`config.mk`:
```
export PLATFORM = sky130hd
export DESIGN_NAME = base64_encoder_line_wrap
export DESIGN_NICKNAME = d
export VERILOG_FILES = /design/src/hdl/b64lw_pkg.sv /design/src/hdl/base64_encoder_line_wrap.sv /design/src/hdl/b64lw_front.sv /design/src/hdl/b64lw_queue.sv /design/src/hdl/b64lw_back.sv
export SDC_FILE = /design/constraint.sdc
export NUM_CORES = 1
export LEC_CHECK = 0
export CAP_MARGIN = 0
export CORE_MARGIN = 2
export CORE_UTILIZATION = 60
export DETAILED_ROUTE_END_ITERATION = 7
export DONT_BUFFER_PORTS = 1
export GPL_TIMING_DRIVEN = 0
export PLACE_DENSITY = 0.82
export SLEW_MARGIN = 40
export SYNTH_ARGS = -nofsm -noshare
export SYNTH_HDL_FRONTEND = slang
export SYNTH_SLANG_ARGS = --single-unit
export TNS_END_PERCENT = 30
```
`constraint.sdc`:
```
create_clock -name clk -period 4.8 [get_ports clk]
set_clock_uncertainty 0.15 [all_clocks]
set_input_delay 1.2 -clock clk [delete_from_list [all_inputs] [get_ports clk]]
set_output_delay 1.2 -clock clk [all_outputs]
set_load 0.03 [all_outputs]
```
`src/hdl/b64lw_pkg.sv`:
```
// ----------------------------------------------------------------------------
// b64lw_pkg
// Shared types, character codes and the base64 digit mapping.
// ----------------------------------------------------------------------------
package b64lw_pkg;

	localparam logic [6:0] NL_CHAR  = 7'd10;
	localparam logic [6:0] PAD_CHAR = 7'd61;

	localparam logic [1:0] HAVE_ONE   = 2'd1;
	localparam logic [1:0] HAVE_TWO   = 2'd2;
	localparam logic [1:0] HAVE_THREE = 2'd3;

	typedef struct packed {
		logic [23:0] value;
		logic [1:0]  have;
		logic        last;
	} group_t;

	localparam int GROUP_W = $bits(group_t);

	function automatic logic [6:0] b64_digit(input logic [5:0] v);
		logic [6:0] r;
		if (v < 6'd26)
			r = 7'd65 + {1'b0, v};
		else if (v < 6'd52)
			r = 7'd71 + {1'b0, v};
		else if (v < 6'd62)
			r = {1'b0, v} - 7'd4;
		else if (v == 6'd62)
			r = 7'd43;
		else
			r = 7'd47;
		return r;
	endfunction

endpackage

```
`src/hdl/base64_encoder_line_wrap.sv`:
```
// The byte that completes a group writes it into the queue; its first character then goes into the output register.
// Throughput: one character per cycle while the receiver does not stall, set by the single character output
// register; 4 to 8 characters (with newlines) per 3 bytes.
// A queue of QUEUE_DEPTH groups lets the byte side run ahead of the output.
// Reset (arst_n low) clears grouping, line column, queue and wrap_column to zero.
// ----------------------------------------------------------------------------
// base64_encoder_line_wrap
// Streaming base64 encoder with optional line wrapping at a programmable column.
// ----------------------------------------------------------------------------
module base64_encoder_line_wrap #(
	parameter int QUEUE_DEPTH = 2
) (
	input  logic       clk,
	input  logic       arst_n,
	input  logic       wrap_we,
	input  logic [7:0] wrap_wdata,
	input  logic       in_valid,
	output logic       in_stall,
	input  logic [7:0] data_byte,
	input  logic       final_byte,
	output logic       out_valid,
	input  logic       out_stall,
	output logic [6:0] text_char,
	output logic       final_char
);
	import b64lw_pkg::*;

	logic [7:0] wrap_column_q;
	logic       q_full;
	logic       q_push;
	group_t     q_data;
	logic       q_pop;
	logic       head_valid;
	group_t     head_data;

	always_ff @(posedge clk or negedge arst_n) begin
		if (!arst_n)
			wrap_column_q <= '0;
		else if (wrap_we)
			wrap_column_q <= wrap_wdata;
	end

	b64lw_front u_front (
		.clk        (clk),
		.arst_n     (arst_n),
		.in_valid   (in_valid),
		.in_stall   (in_stall),
		.data_byte  (data_byte),
		.final_byte (final_byte),
		.q_full     (q_full),
		.q_push     (q_push),
		.q_data     (q_data)
	);

	b64lw_queue #(
		.WIDTH (GROUP_W),
		.DEPTH (QUEUE_DEPTH)
	) u_queue (
		.clk        (clk),
		.arst_n     (arst_n),
		.push       (q_push),
		.push_data  (q_data),
		.full       (q_full),
		.pop        (q_pop),
		.head_valid (head_valid),
		.head_data  (head_data)
	);

	b64lw_back u_back (
		.clk         (clk),
		.arst_n      (arst_n),
		.wrap_column (wrap_column_q),
		.head_valid  (head_valid),
		.head_data   (head_data),
		.pop         (q_pop),
		.out_valid   (out_valid),
		.out_stall   (out_stall),
		.text_char   (text_char),
		.final_char  (final_char)
	);

endmodule

```
`src/hdl/b64lw_front.sv`:
```
// ----------------------------------------------------------------------------
// b64lw_front
// Gathers message bytes into groups of up to three and pushes each finished
// group, with its byte count and end-of-message flag, to the queue.
// ----------------------------------------------------------------------------
module b64lw_front (
	input  logic                 clk,
	input  logic                 arst_n,
	input  logic                 in_valid,
	output logic                 in_stall,
	input  logic [7:0]           data_byte,
	input  logic                 final_byte,
	input  logic                 q_full,
	output logic                 q_push,
	output b64lw_pkg::group_t    q_data
);
	import b64lw_pkg::*;

	logic [15:0] held_bytes_q;
	logic [1:0]  held_count_q;
	logic        take;
	logic        hold;

	assign in_stall = q_full;
	assign take     = in_valid && !q_full;
	assign hold     = !final_byte && (held_count_q < 2'd2);
	assign q_push   = take && !hold;

	always_comb begin
		q_data.last = final_byte;
		unique case (held_count_q)
			2'd0: begin
				q_data.value = {data_byte, 16'd0};
				q_data.have  = HAVE_ONE;
			end
			2'd1: begin
				q_data.value = {held_bytes_q[15:8], data_byte, 8'd0};
				q_data.have  = HAVE_TWO;
			end
			default: begin
				q_data.value = {held_bytes_q, data_byte};
				q_data.have  = HAVE_THREE;
			end
		endcase
	end

	always_ff @(posedge clk or negedge arst_n) begin
		if (!arst_n) begin
			held_bytes_q <= '0;
			held_count_q <= '0;
		end else if (take) begin
			if (hold) begin
				if (held_count_q == 2'd0)
					held_bytes_q <= {data_byte, 8'd0};
				else
					held_bytes_q <= {held_bytes_q[15:8], data_byte};
				held_count_q <= held_count_q + 2'd1;
			end else begin
				held_bytes_q <= '0;
				held_count_q <= '0;
			end
		end
	end

endmodule

```
`src/hdl/b64lw_queue.sv`:
```
// ----------------------------------------------------------------------------
// b64lw_queue
// Small register FIFO between the byte front end and the character back end.
// ----------------------------------------------------------------------------
module b64lw_queue #(
	parameter int WIDTH = 27,
	parameter int DEPTH = 2
) (
	input  logic             clk,
	input  logic             arst_n,
	input  logic             push,
	input  logic [WIDTH-1:0] push_data,
	output logic             full,
	input  logic             pop,
	output logic             head_valid,
	output logic [WIDTH-1:0] head_data
);
	localparam int PW = (DEPTH > 1) ? $clog2(DEPTH) : 1;
	localparam int CW = $clog2(DEPTH + 1);

	logic [WIDTH-1:0] mem_q [DEPTH];
	logic [PW-1:0]    wr_ptr_q;
	logic [PW-1:0]    rd_ptr_q;
	logic [CW-1:0]    count_q;
	logic             do_push;
	logic             do_pop;

	assign full       = (count_q == CW'(DEPTH));
	assign head_valid = (count_q != '0);
	assign head_data  = mem_q[rd_ptr_q];
	assign do_push    = push && !full;
	assign do_pop     = pop && head_valid;

	always_ff @(posedge clk) begin
		if (do_push)
			mem_q[wr_ptr_q] <= push_data;
	end

	always_ff @(posedge clk or negedge arst_n) begin
		if (!arst_n) begin
			wr_ptr_q <= '0;
			rd_ptr_q <= '0;
			count_q  <= '0;
		end else begin
			if (do_push)
				wr_ptr_q <= (wr_ptr_q == PW'(DEPTH - 1)) ? '0 : wr_ptr_q + PW'(1);
			if (do_pop)
				rd_ptr_q <= (rd_ptr_q == PW'(DEPTH - 1)) ? '0 : rd_ptr_q + PW'(1);
			if (do_push && !do_pop)
				count_q <= count_q + CW'(1);
			else if (do_pop && !do_push)
				count_q <= count_q - CW'(1);
		end
	end

endmodule

```
`src/hdl/b64lw_back.sv`:
```
// ----------------------------------------------------------------------------
// b64lw_back
// Turns each queued group into four characters, one per cycle unless the output stalls, inserting
// line-wrap newlines and the trailing newline; drives the output register.
// ----------------------------------------------------------------------------
module b64lw_back (
	input  logic                 clk,
	input  logic                 arst_n,
	input  logic [7:0]           wrap_column,
	input  logic                 head_valid,
	input  b64lw_pkg::group_t    head_data,
	output logic                 pop,
	output logic                 out_valid,
	input  logic                 out_stall,
	output logic [6:0]           text_char,
	output logic                 final_char
);
	import b64lw_pkg::*;

	typedef enum logic [1:0] {PH_CHAR, PH_NL, PH_TAIL} phase_t;

	phase_t     phase_q, phase_d;
	logic [1:0] idx_q, idx_d;
	logic [7:0] col_q, col_d;
	logic       out_valid_q;
	logic [6:0] text_q;
	logic       final_q;

	logic       adv;
	logic       done;
	logic [6:0] ch;
	logic       fin;
	logic       wrap_nz;
	logic [8:0] col_inc;
	logic       hit;
	logic       end_grp;
	logic [6:0] dig;

	assign wrap_nz = (wrap_column != 8'd0);
	assign col_inc = {1'b0, col_q} + 9'd1;
	assign hit     = wrap_nz && (col_inc >= {1'b0, wrap_column});
	assign end_grp = (idx_q == 2'd3);
	assign adv     = head_valid && (!out_valid_q || !out_stall);
	assign pop     = adv && done;

	always_comb begin
		unique case (idx_q)
			2'd0: dig = b64_digit(head_data.value[23:18]);
			2'd1: dig = b64_digit(head_data.value[17:12]);
			2'd2: dig = (head_data.have >= HAVE_TWO) ?
				b64_digit(head_data.value[11:6]) : PAD_CHAR;
			default: dig = (head_data.have == HAVE_THREE) ?
				b64_digit(head_data.value[5:0]) : PAD_CHAR;
		endcase
	end

	always_comb begin
		ch      = dig;
		fin     = 1'b0;
		done    = 1'b0;
		phase_d = PH_CHAR;
		idx_d   = idx_q + 2'd1;
		col_d   = col_q;
		unique case (phase_q)
			PH_CHAR: begin
				idx_d = idx_q;
				if (hit) begin
					phase_d = PH_NL;
					col_d   = '0;
				end else begin
					if (wrap_nz)
						col_d = col_inc[7:0];
					if (end_grp) begin
						if (head_data.last && wrap_nz) begin
							phase_d = PH_TAIL;
						end else begin
							done  = 1'b1;
							fin   = head_data.last;
							idx_d = '0;
							if (head_data.last)
								col_d = '0;
						end
					end else begin
						idx_d = idx_q + 2'd1;
					end
				end
			end
			PH_NL: begin
				ch = NL_CHAR;
				if (end_grp) begin
					done  = 1'b1;
					fin   = head_data.last;
					idx_d = '0;
				end
			end
			default: begin
				ch    = NL_CHAR;
				fin   = 1'b1;
				done  = 1'b1;
				idx_d = '0;
				col_d = '0;
			end
		endcase
	end

	always_ff @(posedge clk or negedge arst_n) begin
		if (!arst_n) begin
			phase_q     <= PH_CHAR;
			idx_q       <= '0;
			col_q       <= '0;
			out_valid_q <= 1'b0;
			text_q      <= '0;
			final_q     <= 1'b0;
		end else begin
			if (adv) begin
				phase_q     <= phase_d;
				idx_q       <= idx_d;
				col_q       <= col_d;
				out_valid_q <= 1'b1;
				text_q      <= ch;
				final_q     <= fin;
			end else if (!out_stall) begin
				out_valid_q <= 1'b0;
			end
		end
	end

	assign out_valid  = out_valid_q;
	assign text_char  = text_q;
	assign final_char = final_q;

endmodule

```
## After elaboration in Yosys (flattened, before gate mapping)

Memory sizes are Yosys's and may differ from the RTL's.
Cells that the tools add are included.

| storage, ports and cells | value |
|---|---|
| bits in registers | 51 |
| bits in latches | 0 |
| bits in writable memories | 54 |
| memory bits (read-only) | 0 |
| memories kept | 1 |

Memories:

| name | depth | bits a word | read ports | clocked after memory_dff | write ports | line | source |
|---|---|---|---|---|---|---|---|
| u_queue.mem_q | 2 | 27 | 1 | 0 | 1 | b64lw_queue.sv:21 | `logic [WIDTH-1:0] mem_q [DEPTH];` |

| cells by class | value |
|---|---|
| $add $sub $neg | 19 |
| $mul | 0 |
| div/mod/pow operators | 0 |
| magnitude comparators | 15 |
| equal/unequal tests | 15 |
| shifts and indexed selects | 0 |
| muxes and demuxes | 57 |
| bitwise gates (word level) | 1 |
| reductions and logical operators | 28 |

Operators by type and width:

| kind | count |
|---|---|
| 7-bit two-way mux | 15 |
| 7-bit by 6-bit adder with 7-bit output, first input constant | 8 |
| 26-bit one-hot mux with 2 select lines | 1 |
| 6-bit < comparator, second input constant | 8 |
| 8-bit two-way mux | 5 |
| 16-bit two-way mux | 2 |
| 6-bit by 3-bit subtractor with 7-bit output, second input constant | 4 |
| 6-bit equality test, second input constant | 4 |
| 6-bit by 5-bit < comparator with 1-bit output, second input constant | 4 |
| 2-bit two-way mux | 11 |
| 7-bit one-hot mux with 3 select lines | 1 |
| 8-bit one-hot mux with 2 select lines | 1 |
| 1-bit two-way mux | 14 |
| 3-bit two-way mux | 4 |
| 1-bit logical AND | 11 |
| 8-bit by 1-bit adder with 9-bit output, second input constant | 1 |
| 9-bit by 8-bit >= comparator with 1-bit output | 1 |
| 2-bit equality test, second input constant | 4 |
| 8-bit nonzero test | 1 |
| 1-bit zero test | 7 |
| 2-bit by 1-bit adder with 2-bit output, second input constant | 3 |
| 2-bit by 1-bit equality test with 1-bit output, second input constant | 3 |
| 2-bit zero test | 3 |
| 2-bit != test, second input constant | 2 |
| other kinds (13) | 17 |

## Longest topological paths before layout

Gate-level depths: netlist of run 1.

| logic depth | value |
|---|---|
| word-level depth | 11 |
| gate-level depth with buffers | 16 |
| depth with buffers taken out | 15 |

## Modules after synthesis

From an unflattened synthesis of run 1, not the netlist that was laid out.

| unflattened totals | value |
|---|---|
| cells, all modules | 667 |
| area total of the unflattened synthesis | 6,601.3 µm² |

By module, submodules not included:

| module | times used | cells an instance | area each (µm²) |
|---|---|---|---|
| b64lw_back | 1 | 396 | 2,852.7 |
| b64lw_queue | 1 | 103 | 2,248.4 |
| b64lw_front | 1 | 151 | 1,168.6 |
| base64_encoder_line_wrap | 1 | 17 | 331.6 |

## Least setup slack after synthesis of run 1

No wires, ideal clock.

| timing | value |
|---|---|
| path type | input-to-reg |
| start | input in_valid |
| end | memory u_queue.mem_q[0][0] (enable) |
| setup time | 0.445 ns |
| arrival | 3.376 ns |
| data required time | 4.205 ns |
| setup slack | 0.829 ns |
| stages on the path | 3 |
| path buffers | 1 |
| cells stage by stage | nand2_1 -> clkbuf_1 -> nor3_1 |

| between the ends | value |
|---|---|
| cells in the longest elaborated chain, start to end | 5 |

RTL lines:

| what | line | source |
|---|---|---|
| start, declared | base64_encoder_line_wrap.sv:17 | `input logic in_valid,` |
| 1-bit logical AND | b64lw_front.sv:25 | `assign take = in_valid && !q_full;` |
| 1-bit logical AND | b64lw_front.sv:27 | `assign q_push = take && !hold;` |
| 1-bit logical AND | b64lw_queue.sv:31 | `assign do_push = push && !full;` |
| 1-bit two-way mux | b64lw_queue.sv:35 | `if (do_push)` |
| 1-bit two-way mux (not written as such) | b64lw_queue.sv:36 | `mem_q[wr_ptr_q] <= push_data;` |
| end, declared | b64lw_queue.sv:21 |  |

Every way passes these cells.

## Final worst setup path of run 1

| timing | value |
|---|---|
| start | register u_queue.rd_ptr_q |
| end | register u_back.text_q[1] (netlist: u_back.text_char[1]) |

| between the ends | value |
|---|---|
| cells in the longest elaborated chain, start to end | 8 |
| elaborated cells on any way between the ends | 43 |
| those cells by class | add/sub (12); order compare (13); eq/ne (1); mux (16); memory (1) |

RTL lines:

| what | line | source |
|---|---|---|
| start, declared | b64lw_queue.sv:23 | `logic [PW-1:0] rd_ptr_q;` |
| start signal, assigned | b64lw_queue.sv:48 | `rd_ptr_q <= (rd_ptr_q == PW'(DEPTH - 1)) ? '0 : rd_ptr_q + PW'(1);` |
| memory read 2 x 27 bit * | - |  |
| 6-bit by 3-bit subtractor with 7-bit output / 6-bit < comparator (equally long branches) | b64lw_pkg.sv:29, b64lw_pkg.sv:28 |  |
| 7-bit two-way mux | b64lw_pkg.sv:28 | `else if (v < 6'd62)` |
| 7-bit two-way mux | b64lw_pkg.sv:26 | `else if (v < 6'd52)` |
| 7-bit two-way mux | b64lw_pkg.sv:24 | `if (v < 6'd26)` |
| 7-bit two-way mux, on equally long branches | b64lw_back.sv:52, b64lw_back.sv:50 |  |
| 7-bit one-hot mux with 3 select lines * | b64lw_back.sv:47 | `unique case (idx_q)` |
| 7-bit two-way mux * | b64lw_back.sv:64 | `unique case (phase_q)` |
| end signal, assigned | b64lw_back.sv:120 | `text_q <= ch;` |
| end, declared | b64lw_back.sv:26 | `logic [6:0] text_q;` |

Mark *: on every way between the ends. The rest lies on a longest branch, timed or not.
A chain may end at the register's enable or synchronous reset.

==> qor.csv, run 1 <==
stage;metric;value;unit
run_status;outcome;complete, no violations;
die;core box area;10700;µm²
logic_synthesis;Syn Nets;708;
grt;global route overflow;0;
grt;largest net degree at the start of global routing;52;
logic_synthesis;Syn Area/Cell;10.2;µm²
sta;top achievable clock speed;251;MHz
logic_synthesis;xor/xnor cell area share of the yosys netlist;1.60;%
grt;antenna violations before repair;0;
power_and_ir_drop;P_sw;2.12;mW
grt;number of global-route vias before repair;4936;
finish;FILL cells;850;
finish;total inserted antenna cells;0;
worst_setup_path;worst path required time;4.89;ns
power_and_ir_drop;Leakage;2.95;nW
logic_synthesis;main flop type after synthesis;edfxtp_1;
worst_setup_path;Critical Path Fanout Max;10;
detailed_routing;Initial DRC Count;516;
sta;PnR worst setup slack;0.812;ns
worst_setup_path;Critical Path Source Type;register;
clocking;post-cts resize count;0;
logic_synthesis;sequential area share after synthesis;44.2;%
die;Initial Util;61.0;%
clocking;clk root buf;clkbuf_8;
worst_setup_path;worst flop-to-flop path endpoint;u_back.text_char[1];
finish;most common cell after layout, fill and taps aside;nand2_1;
sta;relative slew slack;51.8;%
logic_synthesis;Synth async-reset ratio;48.6;%
sta;RSZ-0062 raised after global routing;false;
worst_setup_path;Worst Setup EP;u_back.text_char[1];
detailed_routing;routed via count;5223;
clocking;H-tree levels;3;
die;number of I/O pins;32;
logic_synthesis;post-synthesis cell area;6560;µm²
finish;P&R area growth vs syn;6.26;%
worst_setup_path;CP arrival;4.08;ns
hold_path;Tightest Hold Check Type;primary input to async pin;
finish;share of cells above drive strength 1;8.89;%
clocking;TritonCTS Buffers;9;
detailed_routing;ANT nets after route;0;
flow_run;Max Cap Viol;0;
worst_setup_path;Register-to-Register Path Depth;16;
worst_setup_path;Crit Path Class;register to register;
power_and_ir_drop;fraction of power consumed by the clock network;11.8;%
placement;DPL Wire Length;11700;µm
grt;wire length of the first global-routing pass;25100;µm
clocking;CTS tree;built;
placement;pre-CTS WS;0.960;ns
die;DIE AREA;11800;µm²
placement;IO Port Bufs;0;
worst_setup_path;worst reg2reg setup slack;0.81;ns
power_and_ir_drop;pwr/cell area;658;nW/µm²
grt;Total GRT Usage;27.6;%
die;Vert. Die Dim;109;µm
clocking;Clk pin slew, worst setup/hold paths;0.10;ns
power_and_ir_drop;Peak VDD IR;413;µV
power_and_ir_drop;switch share;46.3;%
logic_synthesis;EDFF count, synth;54;
sta;fin. max-slew vios;0;
logic_synthesis;Cells after Synth;644;
sta;Setup TNS;0;ns
clocking;clk buf depth;2;
logic_synthesis;multiplexer area fraction after synthesis;6.16;%
power_and_ir_drop;combinational power share;54.9;%
logic_synthesis;largest family of logic cells by synthesized area;compound AO/OA/AOI/OAI gates;
detailed_routing;Routed WL;15800;µm
logic_synthesis;Synth Area in Adders;8.01;%
clocking;hold buffer count at cts;0;
sta;final setup fails;0;
finish;Final nets;723;
detailed_routing;Avg WL per Cell;19.6;µm
sta;Tightest Pin Transition;0.703;ns
clocking;number of setup buffers added after CTS;0;
logic_synthesis;compound-gate portion of the synthesized area;22.6;%
logic_synthesis;Distinct cells, synth;72;
worst_setup_path;Critical Path Source;u_queue.rd_ptr_q;
placement;Post-DP Area;6770;µm²
clocking;CTS sink count;105;
sta;fin crit share;83.1;%
clocking;Worst-Skew Late Latency;0.37;ns
detailed_routing;drc violations;0;
logic_synthesis;number of synthesized register bits;105;
detailed_routing;DRT Pass-1 Iters;5;
die;num rows;38;
logic_synthesis;synth warn;0;
placement;GP Congestion;1.00;
worst_setup_path;R2R Path Start;u_queue.rd_ptr_q;
detailed_routing;Via density;6.50;
die;Die X;109;µm
power_and_ir_drop;Pint;2.47;mW
worst_setup_path;CP Capture Type;register;
finish;post-route design area;6970;µm²
finish;most frequent cells in the layout;nand2_1, edfxtp_1, dfrtp_1, ha_1, a21oi_1;
sta;minimum clock period;3.99;ns
power_and_ir_drop;Sequential Power Share;33.3;%
logic_synthesis;simple logic cell fraction of the synthesized area;13.4;%
sta;Fin. Hold Viols;0;
==> Yosys cell counts, types with 4 or more instances <==
cell type  count  area share [%]
nand2_1       62             3.5
edfxtp_1      54              25
dfrtp_1       51              19
ha_1          42             8.0
a21oi_1       40             3.1
a22o_1        38             5.1
o21ai_0       38             2.9
inv_1         34             1.9
nor2_1        32             1.8
mux2i_1       23             3.5
nand3_1       16             1.2
nor3_1        15             1.1
a21o_1        13             1.5
clkbuf_1      13            0.74
a31oi_1       11             1.0
nand2b_1      11             1.0
and2_1        10            0.95
o31ai_1       10             1.1
mux2_2         7             1.2
nand4_1        7            0.67
xnor2_1        7            0.93
nor2b_1        6            0.57
a32oi_1        5            0.67
nor4_1         5            0.48
o211ai_1       5            0.57
xor2_1         5            0.67
a211oi_1       4            0.46
a311oi_1       4            0.53
o21ai_1        4            0.31
o22ai_1        4            0.38
==> worst min path at each step <==
stage | slack [ns] | end | depth (start not counted)
after floorplan | 0.31 | u_queue.wr_ptr_q | 1
after global placement | 0.32 | u_queue.wr_ptr_q | 1
after detailed placement | 0.34 | u_front.held_bytes_q[15] | 1
after CTS | 0.35 | u_back.text_char[2] | 0
after global routing | 0.34 | u_back.col_q[6] | 0
final | 0.36 | u_back.text_char[2] | 0
==> stage by stage <==
step / hold WS [ns] / total power [mW] / utilization [%] / cells
6_report: 0.360 / 4.59 / 64.8 / 804
5_1_grt: 0.337 / 4.88 / 64.8 / 804
4_1_cts: 0.346 / 4.53 / 64.8 / 804
3_5_place_dp: 0.336 / 3.98 / 63.0 / 788
3_3_place_gp: 0.324 / 3.85 / 62.7 / 784
2_1_floorplan: 0.306 / 3.36 / - / 644
==> logic make-up (layout without fill, tap and decap cells) <==
group | Yosys count | count (layout)
AO/OA/AOI/OAI | 209 | 209
XOR/XNOR | 12 | 12
adder cells (fa/ha/maj) | 42 | 42
buffers and inverters | 59 | 79
flip-flops | 105 | 105
multiplexers | 36 | 36
AND/OR/NAND/NOR | 181 | 181
==> routing by layer <==
| metal | global-route usage, % | vias up | part of all wire [%] |
|---|---|---|---|
| met5 | 0 | - | 0 |
| met4 | 8.97 | 0 | 1.7 |
| met3 | 3.86 | 21 | 6.0 |
| met2 | 43.0 | 218 | 46 |
| met1 | 40.0 | 2521 | 46 |
| li1 | - | 2463 | - |
==> cell type report <==
cell class / count / area [µm²] / share of cell area [%]
buffer: 23 / 131 / 1.89
inverter: 36 / 135 / 1.94
clock inverter: 5 / 45.0 / 0.646
timing repair buffer: 4 / 27.5 / 0.395
sequential: 105 / 2900 / 41.6
multi-input combinational: 480 / 3400 / 48.9
tap: 140 / 175 / 2.51
clock buffer: 11 / 151 / 2.17
==> sequential cells by signal, summed over array words and instances (netlist names) <==
signal / cells
u_back.out_valid: 1
u_front.held_bytes_q: 16
u_back.idx_q: 2
wrap_column_q: 8
u_queue.wr_ptr_q: 1
u_queue.mem_q: 54
u_back.phase_q: 2
u_back.final_char: 1
u_queue.rd_ptr_q: 1
u_back.text_char: 7
u_front.held_count_q: 2
u_back.col_q: 8
u_queue.count_q: 2
==> critical path, stage by stage (launching register included) <==
cell	delay [ns]
dfrtp_1	0.37
buf_6	0.14
buf_8	0.14
buf_4	0.21
buf_4	0.22
buf_2	0.26
mux2i_1	0.38
inv_1	0.14
ha_1	0.21
clkbuf_1	0.23
or2_2	0.35
o211ai_1	0.11
nand2_1	0.22
o22ai_1	0.22
nor2_1	0.06
a211oi_1	0.29
o31ai_1	0.13
==> power groups by stage <==
stage	logic [mW]	registers (mW)	clock network, mW
after CTS	2.46	1.52	0.548
final	2.52	1.53	0.543
after detailed placement	2.44	1.54	0
after global placement	2.32	1.53	0
after global routing	2.74	1.55	0.588
after floorplan	1.88	1.48	0
(Power assumes the default switching activity.)
==> run 2: changes to the inputs <==
clock period = 4 ns   (was 4.8 ns; I/O delays follow)
==> run 2 against run 1 <==
  * Via count hardly changed
  * Clock power is 20% higher
  * Utilization is 0.093 points higher
  * Sequential cell count stayed put
  * Critical path depth stayed put
  * Count of clock-buffer cells in the layout stayed put
  * Power is 20% higher
  * Critical path type unchanged
  * Highest routed layer unchanged
==> qor.csv, run 2 (synthesis results as in run 1) <==
stage;metric;value;unit;change
worst_setup_path;CP Capture Type;register;;
die;num rows;38;;unchanged
power_and_ir_drop;Peak VDD IR;492;µV;+19%
detailed_routing;Via density;6.50;;about the same
sta;WHS;0.161;ns;-0.199 ns
clocking;clk root buf;clkbuf_8;;
sta;minimum clock period;3.85;ns;-0.139 ns
power_and_ir_drop;fraction of power consumed by the clock network;11.8;%;about the same
detailed_routing;drc violations;0;;unchanged
worst_setup_path;top cell family by delay on the critical path;buffers and inverters;;
sta;RSZ-0062 raised after global routing;false;;
sta;relative slew slack;49.1;%;-2.7 points
sta;final setup fails;0;;unchanged
finish;Reg with most FFs;u_queue.mem_q;;
finish;share of cells above drive strength 1;9.19;%;+0.30 points
detailed_routing;DRT Pass-1 Iters;5;;unchanged
worst_setup_path;Crit Path Class;register to register;;
placement;Post-DP Area;6770;µm²;unchanged
clocking;Worst-Skew Late Latency;0.37;ns;about the same
sta;Tightest Pin Transition;0.753;ns;+0.0505 ns
finish;fin util;64.9;%;+0.093 points
die;number of I/O pins;32;;unchanged
power_and_ir_drop;switch share;46.2;%;-0.060 points
worst_setup_path;worst path required time;4.09;ns;-0.80 ns
finish;FILL cells;853;;+0.35%
worst_setup_path;Critical-path top delay cell;dfrtp_1;;
placement;DPL Wire Length;11700;µm;unchanged
sta;Setup TNS;0;ns;unchanged
clocking;clk buf depth;2;;unchanged
detailed_routing;Avg WL per Cell;19.6;µm;+0.11%
power_and_ir_drop;Pint;2.97;mW;+20%
die;core box area;10700;µm²;unchanged
die;Initial Util;61.0;%;unchanged
sta;fin. max-slew vios;0;;unchanged
die;Vert. Die Dim;109;µm;unchanged
finish;most frequent cells in the layout;nand2_1, edfxtp_1, dfrtp_1, ha_1, a21oi_1;;
detailed_routing;Initial DRC Count;547;;+6.0%
clocking;H-tree levels;3;;unchanged
flow_run;Max Cap Viol;0;;unchanged
worst_setup_path;Critical Path Source Type;register;;
grt;global route overflow;0;;unchanged
clocking;number of setup buffers added after CTS;0;;unchanged
worst_setup_path;CP arrival;3.93;ns;-0.15 ns
finish;P&R area growth vs syn;6.41;%;
sta;top achievable clock speed;260;MHz;+3.6%
worst_setup_path;Critical Path Fanout Max;10;;unchanged
worst_setup_path;crit-path cells;buf_6 > buf_8 > buf_4 > buf_4 > clkbuf_4 > mux2i_2 > inv_1 > ha_1 > clkbuf_1 > or2_2 > o211ai_1 > nand2_1 > o22ai_1 > nor2_1 > a211oi_1 > o31ai_1;;
hold_path;Tightest Hold Check Type;primary input to async pin;;
run_status;outcome;complete, no violations;;
finish;total inserted antenna cells;0;;unchanged
worst_setup_path;crit-path max cell delay;0.37;ns;about the same
finish;Largest register FFs;54;;unchanged
placement;GP Congestion;1.00;;unchanged
worst_setup_path;Buf+Inv Stages, Crit Path;7;;unchanged
power_and_ir_drop;P_sw;2.55;mW;+20%
grt;largest net degree at the start of global routing;52;;unchanged
grt;number of global-route vias before repair;4936;;unchanged
placement;IO Port Bufs;0;;unchanged
power_and_ir_drop;Sequential Power Share;33.3;%;about the same
sta;Fin. Hold Viols;0;;unchanged
worst_setup_path;most used cell, CP;buf_4;;
detailed_routing;routed via count;5227;;+0.077%
grt;antenna violations before repair;0;;unchanged
finish;most common cell after layout, fill and taps aside;nand2_1;;
clocking;TritonCTS Buffers;9;;unchanged
finish;Regs by FF count;u_queue.mem_q: 54 flops, u_front.held_bytes_q: 16 flops;;
clocking;Clk pin slew, worst setup/hold paths;0.10;ns;about the same
clocking;CTS sink count;105;;unchanged
finish;post-route design area;6980;µm²;+0.14%
die;DIE AREA;11800;µm²;unchanged
power_and_ir_drop;combinational power share;54.9;%;about the same
power_and_ir_drop;pwr/cell area;790;nW/µm²;+20%
grt;Total GRT Usage;27.6;%;unchanged
detailed_routing;ANT nets after route;0;;unchanged
sta;fin crit share;96.2;%;+13 points
clocking;hold buffer count at cts;0;;unchanged
finish;Final nets;723;;unchanged
clocking;post-cts resize count;0;;unchanged
power_and_ir_drop;Leakage;2.95;nW;about the same
clocking;CTS tree;built;;
grt;wire length of the first global-routing pass;25100;µm;unchanged
die;Die X;109;µm;unchanged
detailed_routing;Routed WL;15800;µm;+0.11%
power_and_ir_drop;Power Total;5.51;mW;+20%
-- run 2: cell types whose count changed in the layout (fill, tap and decap cells not counted) --
cell | previous run | this run
a21oi_1 | 40 | 39
a21oi_2 | 2 | 3
mux2i_1 | 23 | 22
clkbuf_4 | 0 | 1
mux2i_2 | 2 | 3
buf_2 | 4 | 3
-- run 2: path summary, 6_finish.rpt --
kind / from / end / slack, ns / cells after the start
setup / recovery: u_queue.rd_ptr_q / u_back.text_char[1] / 0.15 / 16
hold / removal: arst_n / u_back.text_char[2] / 0.16 / 0
setup reg to reg: u_queue.rd_ptr_q / u_back.text_char[1] / 0.15 / 16
hold reg to reg: u_front.held_bytes_q[2] / u_front.held_bytes_q[2] / 0.36 / 1
max in group asynchronous: arst_n / u_front.held_bytes_q[7] / 3.41 / 0
min in group clk: u_front.held_bytes_q[2] / u_front.held_bytes_q[2] / 0.36 / 1
-- run 2: metrics by stage --
step                cells  worst slack (ns)
CTS                   804             0.110
global placement      784            -0.656
finish                804             0.150
global route          804            0.0142
detailed placement    788             0.160
floorplan             644             0.229
-- run 2: cell type report --
type,count,area [µm²],share of cell area (%)
inverters,36,135,1.94
multi-input cells,480,3410,48.9
clock buffers,11,151,2.17
clock inverters,5,45.0,0.646
plain buffers,23,134,1.92
well taps,140,175,2.51
repair buffers,4,27.5,0.394
flip-flops and latches,105,2900,41.5
-- run 2: worst register-to-register path: stages (launching register included) --
cell,delay (ns)
dfrtp_1,0.37
buf_6,0.14
buf_8,0.14
buf_4,0.21
buf_4,0.22
clkbuf_4,0.24
mux2i_2,0.31
inv_1,0.12
ha_1,0.20
clkbuf_1,0.22
or2_2,0.36
o211ai_1,0.11
nand2_1,0.21
o22ai_1,0.21
nor2_1,0.06
a211oi_1,0.30
o31ai_1,0.14
-- run 2: metal layers --
layer	share of wire (%)	up-vias	global-route usage, %	wire length, µm
met2	46	216	43.0	7300
met3	6.1	19	3.86	965
met1	46	2524	40.0	7260
li1	-	2468	-	-
met4	1.7	0	8.97	268
met5	0	-	0	0
-- run 2: power by group through the flow --
stage / Clock, mW / Sequential, mW / Combinational (mW)
4_1_cts: 0.658 / 1.82 / 2.95
2_1_floorplan: 0 / 1.78 / 2.25
5_1_grt: 0.706 / 1.87 / 3.30
6_report: 0.651 / 1.83 / 3.03
3_3_place_gp: 0 / 1.83 / 2.78
3_5_place_dp: 0 / 1.85 / 2.93
